`src/sv/lidar_ring_outlier_gate_defines.svh`:
```
// ---------------------------------------------------------------------------
// Lidar ring outlier gate assertion macros
// Shared concurrent assertion shorthands, sampled on clk and disabled in reset.
// ---------------------------------------------------------------------------
`ifndef LIDAR_RING_OUTLIER_GATE_DEFINES_SVH
`define LIDAR_RING_OUTLIER_GATE_DEFINES_SVH

// Same-cycle implication.
`define LORG_ASSERT_IMP(label, ante, cons) \
    label: assert property (@(posedge clk) disable iff (!rst_n) (ante) |-> (cons)) \
        else $error("lorg assertion failed");

// Next-cycle implication.
`define LORG_ASSERT_NEXT(label, ante, cons) \
    label: assert property (@(posedge clk) disable iff (!rst_n) (ante) |=> (cons)) \
        else $error("lorg assertion failed");

`endif

```
`src/sv/lorg_pkg.sv`:
```
// ---------------------------------------------------------------------------
// Lidar ring outlier gate package
// Shared constants, register indexes and types of the outlier gate.
// ---------------------------------------------------------------------------
package lorg_pkg;

    localparam int MAX_POINTS = 2048;
    localparam int IDX_W      = $clog2(MAX_POINTS);
    localparam int CNT_W      = IDX_W + 1;
    localparam int PPR_W      = 12;
    localparam int QDEPTH     = 4;
    localparam int QPTR_W     = $clog2(QDEPTH);
    localparam int QCNT_W     = QPTR_W + 1;

    localparam logic [2:0] CFG_BAND_LOW    = 3'd0;
    localparam logic [2:0] CFG_BAND_HIGH   = 3'd1;
    localparam logic [2:0] CFG_ANGLE_LIMIT = 3'd2;
    localparam logic [2:0] CFG_RANGE_MIN   = 3'd3;
    localparam logic [2:0] CFG_RANGE_MAX   = 3'd4;
    localparam logic [2:0] CFG_GAP_LIMIT   = 3'd5;
    localparam logic [2:0] CFG_POINTS      = 3'd6;

    localparam logic [14:0]        RST_BAND_LOW    = 15'd8100;
    localparam logic [14:0]        RST_BAND_HIGH   = 15'd9500;
    localparam logic signed [15:0] RST_ANGLE_LIMIT = 16'sd12500;
    localparam logic [15:0]        RST_RANGE_MIN   = 16'd1600;
    localparam logic [15:0]        RST_RANGE_MAX   = 16'd5800;
    localparam logic [15:0]        RST_GAP_LIMIT   = 16'd100;
    localparam logic [PPR_W-1:0]   RST_POINTS      = PPR_W'(MAX_POINTS);

    typedef struct packed {
        logic [14:0]        band_low;
        logic [14:0]        band_high;
        logic signed [15:0] angle_limit;
        logic [15:0]        range_min;
        logic [15:0]        range_max;
        logic [15:0]        gap_limit;
        logic [PPR_W-1:0]   points_per_ring;
    } cfg_t;

    typedef struct packed {
        logic [IDX_W-1:0] idx;
        logic             has_prev;
        logic             prev_keep;
        logic             has_flush;
        logic             flush_keep;
    } entry_t;

endpackage

```
`src/sv/lorg_back.sv`:
```
// ---------------------------------------------------------------------------
// Lidar ring outlier gate back end
// Queues judged entries and sends out one or two results for each entry.
// ---------------------------------------------------------------------------
`include "lidar_ring_outlier_gate_defines.svh"

module lorg_back
(
    input  logic                        clk,
    input  logic                        rst_n,
    input  logic                        push,
    input  lorg_pkg::entry_t            push_entry,
    output logic [lorg_pkg::QCNT_W-1:0] space,
    output logic                        m_valid,
    input  logic                        m_ready,
    output logic [lorg_pkg::IDX_W-1:0]  point_index,
    output logic                        ring_select,
    output logic                        keep,
    output logic                        last
);

    lorg_pkg::entry_t             queue_mem [lorg_pkg::QDEPTH];
    logic [lorg_pkg::QPTR_W-1:0]  wr_ptr_reg;
    logic [lorg_pkg::QPTR_W-1:0]  rd_ptr_reg;
    logic [lorg_pkg::QCNT_W-1:0]  count_reg;
    logic [lorg_pkg::QCNT_W-1:0]  count_next;
    logic                         phase_reg;
    logic                         phase_next;
    lorg_pkg::entry_t             head;
    logic                         both;
    logic                         emit_prev;
    logic                         take;
    logic                         pop;

    always_comb
    begin
        head        = queue_mem[rd_ptr_reg];
        both        = head.has_prev && head.has_flush;
        emit_prev   = head.has_prev && !phase_reg;
        m_valid     = (count_reg != '0);
        point_index = head.idx;
        ring_select = !emit_prev;
        keep        = emit_prev ? head.prev_keep : head.flush_keep;
        last        = emit_prev ? !head.has_flush : 1'b1;
        take        = m_valid && m_ready;
        pop         = take && !(both && !phase_reg);
        phase_next  = take ? (both && !phase_reg) : phase_reg;
        space       = lorg_pkg::QCNT_W'(lorg_pkg::QDEPTH) - count_reg;
        case ({push, pop})
            2'b10:   count_next = count_reg + lorg_pkg::QCNT_W'(1);
            2'b01:   count_next = count_reg - lorg_pkg::QCNT_W'(1);
            default: count_next = count_reg;
        endcase
    end

    always_ff @(posedge clk or negedge rst_n)
    begin
        if (!rst_n)
        begin
            wr_ptr_reg <= '0;
            rd_ptr_reg <= '0;
            count_reg  <= '0;
            phase_reg  <= 1'b0;
        end
        else
        begin
            count_reg <= count_next;
            phase_reg <= phase_next;
            if (push)
            begin
                wr_ptr_reg <= wr_ptr_reg + lorg_pkg::QPTR_W'(1);
            end
            if (pop)
            begin
                rd_ptr_reg <= rd_ptr_reg + lorg_pkg::QPTR_W'(1);
            end
        end
    end

    always_ff @(posedge clk)
    begin
        if (push)
        begin
            queue_mem[wr_ptr_reg] <= push_entry;
        end
    end

    `LORG_ASSERT_IMP(a_count_bound, 1'b1, count_reg <= lorg_pkg::QCNT_W'(lorg_pkg::QDEPTH))
    `LORG_ASSERT_IMP(a_no_overflow, push && !pop, count_reg < lorg_pkg::QCNT_W'(lorg_pkg::QDEPTH))
    `LORG_ASSERT_IMP(a_phase_head, phase_reg, m_valid && head.has_prev && head.has_flush)
    `LORG_ASSERT_NEXT(a_phase_clear, take && phase_reg, !phase_reg)

endmodule
```
`config.mk`:
```
export PLATFORM = sky130hd
export DESIGN_NAME = lorg_back
export DESIGN_NICKNAME = d
export VERILOG_FILES = /design/src/sv/lorg_pkg.sv /design/src/sv/lorg_back.sv
export VERILOG_INCLUDE_DIRS = /design/src /design/src/sv
export SDC_FILE = /design/constraint.sdc
export NUM_CORES = 1
export LEC_CHECK = 0
export BUFFER_PORTS_ARGS = -buffer_cell sky130_fd_sc_hd__buf_2
export CAP_MARGIN = 5
export CORE_MARGIN = 3
export CORE_UTILIZATION = 27
export DETAILED_ROUTE_END_ITERATION = 10
export GPL_TIMING_DRIVEN = 0
export SYNTH_ARGS = -nofsm -noshare
export SYNTH_HDL_FRONTEND = slang
export SYNTH_SLANG_ARGS = --single-unit
```
`constraint.sdc`:
```
create_clock -name clk -period 2.8 [get_ports clk]
set_input_delay 0.84 -clock clk [delete_from_list [all_inputs] [get_ports clk]]
set_output_delay 0.84 -clock clk [all_outputs]
set_load 0.1 [all_outputs]
```
* After elaboration in Yosys (flattened, before gate mapping)
Memories as Yosys holds them, arrays and structs flattened. Cells that the tools add are included.
Word-level totals: memories kept 1, RAM bits 60, register bits 8, output and inout port bits 18
Memory list:
- queue_mem | depth 4, bits a word 15, read ports 1, clocked after Yosys merged registers in 0, wr ports 1, RTL line lorg_back.sv:22 | lorg_pkg::entry_t queue_mem [lorg_pkg::QDEPTH];
Operators by class: $add $sub $neg 5, equality and inequality tests 2, muxes and demuxes 5, reduce and logical (&&, ||, !) cells 11
Operators with widths (number):
- $pmux W3 S2 | 1
- $logic_and A1 B1 Y1 | 5
- $add A2 B1 Y2 const B | 2
- $logic_not A1 Y1 | 4
- $mux W1 | 4
- $add A3 B1 Y3 const B | 1
- $reduce_bool A3 Y1 | 1
- $sub A3 B1 Y3 const B | 1
- $sub A3 B3 Y3 const A | 1
- $eq A2 B1 Y1 const B | 1
- $eq A2 B2 Y1 const B | 1
- $reduce_bool A2 Y1 | 1

* Longest topological paths before layout
Gate-level depths: netlist of run 1. An unclocked memory read counts as a cell.
word-level depth 7, gate-level depth with buffers 11

* Worst setup path before layout of run 1
OpenSTA, ideal clock, no wires.
path type register to output, start register rd_ptr_reg[1] (netlist name), end output port last, buffers on the path 1, slack 0.264 ns, arrival time 1.696 ns, stages on the path, launching flop included 5, cells stage by stage dfrtp_1 > buf_6 > mux2_4 > a22o_1 > nand2_1
On the way: longest elaborated chain between the ends 3
RTL lines:
- start: declaration | RTL line lorg_back.sv:24 | logic [lorg_pkg::QPTR_W-1:0] rd_ptr_reg;
- start signal: assignment | RTL line lorg_back.sv:75 | rd_ptr_reg <= rd_ptr_reg + lorg_pkg::QPTR_W'(1);
- $mem_v2 Z4 W15 *
- $logic_not A1 Y1 / $logic_and A1 B1 Y1 (equally long branches) | RTL line lorg_back.sv:44, lorg_back.sv:39
- $mux W1 * | RTL line lorg_back.sv:44 | last = emit_prev ? !head.has_flush : 1'b1;
- end: declaration | RTL line lorg_back.sv:19 | output logic last
Every way passes the cells marked *; elsewhere a longest branch is shown, timed or not.

* Worst setup path in the final report of run 1
start register rd_ptr_reg[1] (netlist name), end output port keep
On the way: longest elaborated chain between the ends 3
RTL lines:
- $mem_v2 Z4 W15 *
- $logic_and A1 B1 Y1 | RTL line lorg_back.sv:39 | emit_prev = head.has_prev && !phase_reg;
- $mux W1 * | RTL line lorg_back.sv:43 | keep = emit_prev ? head.prev_keep : head.flush_keep;
- end: declaration | RTL line lorg_back.sv:18 | output logic keep,
Marks and branches as above.

==> results.md, run 1 <==
- FP Rows: 36
- Util after Layout: 34.6%
- Htree depth: 3
- Flops & latches, synth: 68
- Clock root buffer: clkbuf_8
- Unique masters post-synth: 29
- Clk_skew: 0.00425 ns
- Min Hold Slack: 0.338 ns
- Final slew viol count: 0
- Post-synth top area share: 65.0%
- Worst Setup Start Kind: register
- Reg2Reg Setup Slack: 0.46 ns
- Worst skew pair latency: 0.34 ns
- Critical path launch point: rd_ptr_reg[1]$_DFFE_PN0P_
- Mux share of post-synthesis cell area: 14.3%
- Clk pin slew, worst setup/hold paths: 0.07 ns
- CP Max Fanout: 5
- TritonCTS clock tree: done
- Synth Area in Simple Gates: 2.93%
- Adder-cell share of the synthesized area: 3.88%
- Drt wl/cell: 15.1 um
- Share of cells above drive strength 1: 38.3%
- Area post-placement: 3120 um^2
- Largest net degree at the start of global routing: 16
- R2R Path Start: rd_ptr_reg[1]$_DFFE_PN0P_
- Period utilization: 98.5%
- Number of global-route vias before repair: 1448
- Critical path class: register to primary output
- Worst reg2reg path endpoint: count_reg[2]$_DFFE_PN0P_
- Syn_nets: 168
- Cell taking the most area after synthesis: edfxtp_1
- Max reg flops: 60
- Crit path top cell by count: mux2_4
- Final ANT Viol Nets: 0
- Initial Utilization: 28.1%
- DRC violations left: 0
- Maxcap violations: 0
- Post-synthesis sequential area ratio: 72.2%
- Hold Path Class: primary input to asynchronous set/reset pin
- FMAX: 363 MHz
- Crit-path cells: buf_6, mux2_4, a22o_4, mux2_4, buf_12
- Critical path's largest stage delay: 0.40 ns
- Die Height: 107 um
- Avg Vias per Cell: 4.29
- Chip width: 107 um
- Global-route wire length before repair: 7690 um
- Setup TNS: 0 ns
- Largest family of logic cells by synthesized area: multiplexers
- Status: finished clean
- Ports: 37
- Reg2reg path depth: 10
- Final hold violation count: 0
- Setup violations, final: 0
- Total gr overflow: 0
- DR iter-0 viols: 48
- Clock sinks: 68
- Clk buf depth: 2
- Yosys warns: 0
- Fillers: 944
- DP HPWL: 3260 um
- Synth Area per Inst: 19.7 um^2
- Most frequent cells in the layout: edfxtp_1 (60), buf_2 (28), mux4_2 (12), inv_1 (12), buf_4 (11)
- FF+latch area: 2000 um^2
- Initial antenna violation count: 0
- Worst-Margin Slew: 0.847 ns
- Vias post-DR: 1411
- Mapped cell area: 2770 um^2
- Area Growth Syn to Fin: 23.1%
- GRT Resource Usage Total: 9.15%
- Most common cell after layout, fill and taps aside: edfxtp_1
- RSZ-0062 raised after global routing: yes
- Total Routed Length: 4980 um
- CP Capture Type: primary output
- Synth area leaders: edfxtp_1 (65%), mux4_2 (9.8%), dfrtp_1 (7.2%)
- Synth Instances: 141
- Arrival @ worst endpoint: 1.92 ns
- RePlAce Congestion: 0.750
- CTS Buf Count: 9
- Design area: 3410 um^2
- Area of the multi-input gates: 691 um^2
- CTS Hold Bufs: 0
- Max_slew headroom: 43.5%
- N_diodes: 0
- Die footprint: 11500 um^2
- Slowest CP cell: dfrtp_1
- CP required: 1.96 ns
- Pre-antenna DRT Iters: 4
- CORE AREA: 9860 um^2
- Crit path time final: 2.76 ns
- Layout Nets: 218
- XOR/XNOR share of the synthesized area: 1.26%
- Post-synthesis compound-gate area fraction: 2.26%
- # port buffers: 36
==> layer usage <==
layer	vias up	track usage [%]	share of wire [%]	wire length, um
met4	0	2.19	0.84	42
met2	42	14.9	50	2510
met5	-	0	0	0
li1	648	-	-	-
met1	716	11.0	43	2120
met3	5	4.32	6.1	305
==> area by class of cell <==
cell class	count	area share, %
Sequential cell	68	58.7
Multi-Input combinational cell	56	20.2
Timing Repair Buffer	39	7.08
Tap cell	133	4.88
Clock buffer	9	3.63
Clock inverter	7	2.68
Buffer	5	1.47
Inverter	12	1.32
==> synthesized netlist by cell type (all sizes together) <==
master  number
o211ai       1
nand3b       1
o21ai        1
ha           7
fa           1
mux2         4
nand3        1
dfrtp        8
nand2b       1
and2b        1
a32oi        1
edfxtp      60
nor2         2
inv         12
o31ai        1
xor2         2
mux4        14
xnor2        2
and2         4
a311o        2
buf          5
a21oi        1
mux2i        2
a22o         1
nand2        6
==> cell families after synthesis <==
logic type               Yosys count
AND/OR/NAND/NOR                   16
buffers and inverters             17
multiplexers                      20
XOR/XNOR                           4
AO/OA/AOI/OAI                      8
adder cells (fa/ha/maj)            8
flip-flops                        68
==> through the flow <==
stage | cells | setup slack (ns)
2_1_floorplan | 141 | 0.264
3_3_place_gp | 310 | 0.207
3_5_place_dp | 310 | 0.215
4_1_cts | 326 | -0.0196
5_1_grt | 329 | -0.0176
6_report | 329 | 0.0420
==> critical path, delay by kind of cell (launching register included) <==
kind	cells	cell delay, ns
muxes	2	0.63
buffers and inverters	2	0.30
AOI/OAI and AO/OA	1	0.24
DFF	1	0.40
==> worst max-delay path by stage <==
stage	endpoint	slack, ns
after floorplan	last	0.26
after global placement	keep	0.21
after detailed placement	keep	0.22
after CTS	keep	-0.02
after global routing	keep	-0.02
final	keep	0.04
==> timing repair <==
item | CTS | global route
pin swaps | 0 | 0
resized for setup | 14 | 2
buffers inserted | 0 | 3
endpoints found under the setup margin | 9 | 7
Power of run 1 is left out: the tool's default activity adds up to more than one toggle a clock period on the data nets, which glitch-free logic cannot reach.
==> run 2, diff against run 1 <==
--- a/config.mk
+++ b/config.mk
@@ -9,9 +9,10 @@
 export BUFFER_PORTS_ARGS = -buffer_cell sky130_fd_sc_hd__buf_2
 export CAP_MARGIN = 5
 export CORE_MARGIN = 3
-export CORE_UTILIZATION = 27
+export CORE_UTILIZATION = 56
 export DETAILED_ROUTE_END_ITERATION = 10
 export GPL_TIMING_DRIVEN = 0
+export PLACE_DENSITY = 0.78
 export SYNTH_ARGS = -nofsm -noshare
 export SYNTH_HDL_FRONTEND = slang
 export SYNTH_SLANG_ARGS = --single-unit
==> results.md, run 2 (synthesis gave the netlist of run 1 again) <==
- Status: finished clean
- Most common cell after layout, fill and taps aside: edfxtp_1
- Total gr overflow: 0
- Area Growth Syn to Fin: 20.0%
- Max reg flops: 60
- Final hold violation count: 0
- Share of cells above drive strength 1: 39.3%
- Chip width: 76.4 um
- Number of global-route vias before repair: 1506
- Fillers: 291
- Worst Setup Start Kind: register
- N_diodes: 0
- Arrival @ worst endpoint: 1.95 ns
- RePlAce Congestion: 0.844
- Vias post-DR: 1463
- Clock root buffer: clkbuf_8
- CORE AREA: 4560 um^2
- GRT Resource Usage Total: 19.2%
- Util after Layout: 72.8%
- Ports: 37
- CP Max Fanout: 5
- CTS Buf Count: 9
- Worst skew pair latency: 0.34 ns
- Initial antenna violation count: 0
- TritonCTS clock tree: done
- Clk buf depth: 2
- Drt wl/cell: 19.7 um
- FP Rows: 24
- Worst-Margin Slew: 0.832 ns
- Clk pin slew, worst setup/hold paths: 0.07 ns
- DRC violations left: 0
- Most frequent cells in the layout: edfxtp_1 (60), buf_2 (29), buf_4 (16)
- Max_slew headroom: 44.6%
- Avg Vias per Cell: 5.50
- Die footprint: 5830 um^2
- Period utilization: 99.8%
- Htree depth: 3
- Crit path time final: 2.79 ns
- Final ANT Viol Nets: 0
- Clk_skew: 0.00467 ns
- Layout Nets: 223
- CP Capture Type: primary output
- CTS Hold Bufs: 0
- Critical path class: register to primary output
- FMAX: 358 MHz
- Maxcap violations: 0
- Largest net degree at the start of global routing: 16
- Total Routed Length: 5230 um
- CP required: 1.96 ns
- # port buffers: 36
- Hold Path Class: primary input to asynchronous set/reset pin
- DP HPWL: 3340 um
- RSZ-0062 raised after global routing: yes
- Initial Utilization: 60.7%
- Setup violations, final: 0
- Pre-antenna DRT Iters: 4
- DR iter-0 viols: 156
- Clock sinks: 68
- Die Height: 76.4 um
- Final slew viol count: 0
- Global-route wire length before repair: 8100 um
## run 2: changes by cell type in the layout (fill, tap and decap cells not counted), sizes merged
cell	previous run	this run
bufinv	2	1
clkinvlp	2	1
buf	44	49
clkinv	3	4
clkbuf	9	10
## run 2: worst max-delay path, stage by stage (launching register included)
cell and delay (ns):
dfrtp_1 0.41, buf_6 0.15, mux2_4 0.32, a22o_4 0.25, mux2_4 0.31, buf_12 0.17
## run 2: routing by layer
metal	track usage, %	vias to the layer above	share of wire (%)
li1	-	662	-
met1	24.1	732	42
met2	30.0	55	50
met3	5.20	14	5.6
met4	11.4	0	2.5
met5	0	-	0
## run 2: final cells by class
| type | instances | area, um^2 | area share [%] |
|---|---|---|---|
| Clock inverter | 6 | 55.1 | 1.66 |
| Inverter | 12 | 45.0 | 1.35 |
| Clock buffer | 10 | 128 | 3.84 |
| Timing Repair Buffer | 44 | 273 | 8.20 |
| Tap cell | 65 | 81.3 | 2.45 |
| Sequential cell | 68 | 2000 | 60.2 |
| Buffer | 5 | 50.0 | 1.51 |
| Multi-Input combinational cell | 56 | 691 | 20.8 |
## run 2: path summary, 6_finish.rpt
kind	start	end	slack, ns	depth (start not counted)
max in group asynchronous	rst_n	wr_ptr_reg[1]$_DFFE_PN0P_	2.28	1
worst max-delay path	rd_ptr_reg[1]$_DFFE_PN0P_	keep	0.006	5
worst max register to register	rd_ptr_reg[1]$_DFFE_PN0P_	count_reg[2]$_DFFE_PN0P_	0.18	11
worst min register to register	count_reg[0]$_DFFE_PN0P_	count_reg[0]$_DFFE_PN0P_	0.50	1
worst min-delay path	rst_n	count_reg[2]$_DFFE_PN0P_	0.34	1
min in group clk	count_reg[0]$_DFFE_PN0P_	count_reg[0]$_DFFE_PN0P_	0.50	1
## run 2: repair_timing
item                       in CTS  in global routing
resized for setup              12                  5
buffers inserted                0                  8
pin swaps                       0                  1
setup endpoints to repair       9                  7
## run 2: through the flow
| step | setup WS, ns | cells | instance area [um^2] | setup TNS [ns] | hold WS, ns |
|---|---|---|---|---|---|
| after floorplan | 0.264 | 141 | 2770 | 0 | 0.469 |
| after global placement | 0.252 | 242 | 3030 | 0 | 0.485 |
| after detailed placement | 0.182 | 242 | 3030 | 0 | 0.492 |
| after CTS | -0.0492 | 258 | 3260 | -0.0492 | 0.336 |
| after global routing | -0.0282 | 266 | 3320 | -0.0282 | 0.338 |
| final | 0.00611 | 266 | 3320 | 0 | 0.336 |
Power of run 2 is left out for the same reason.
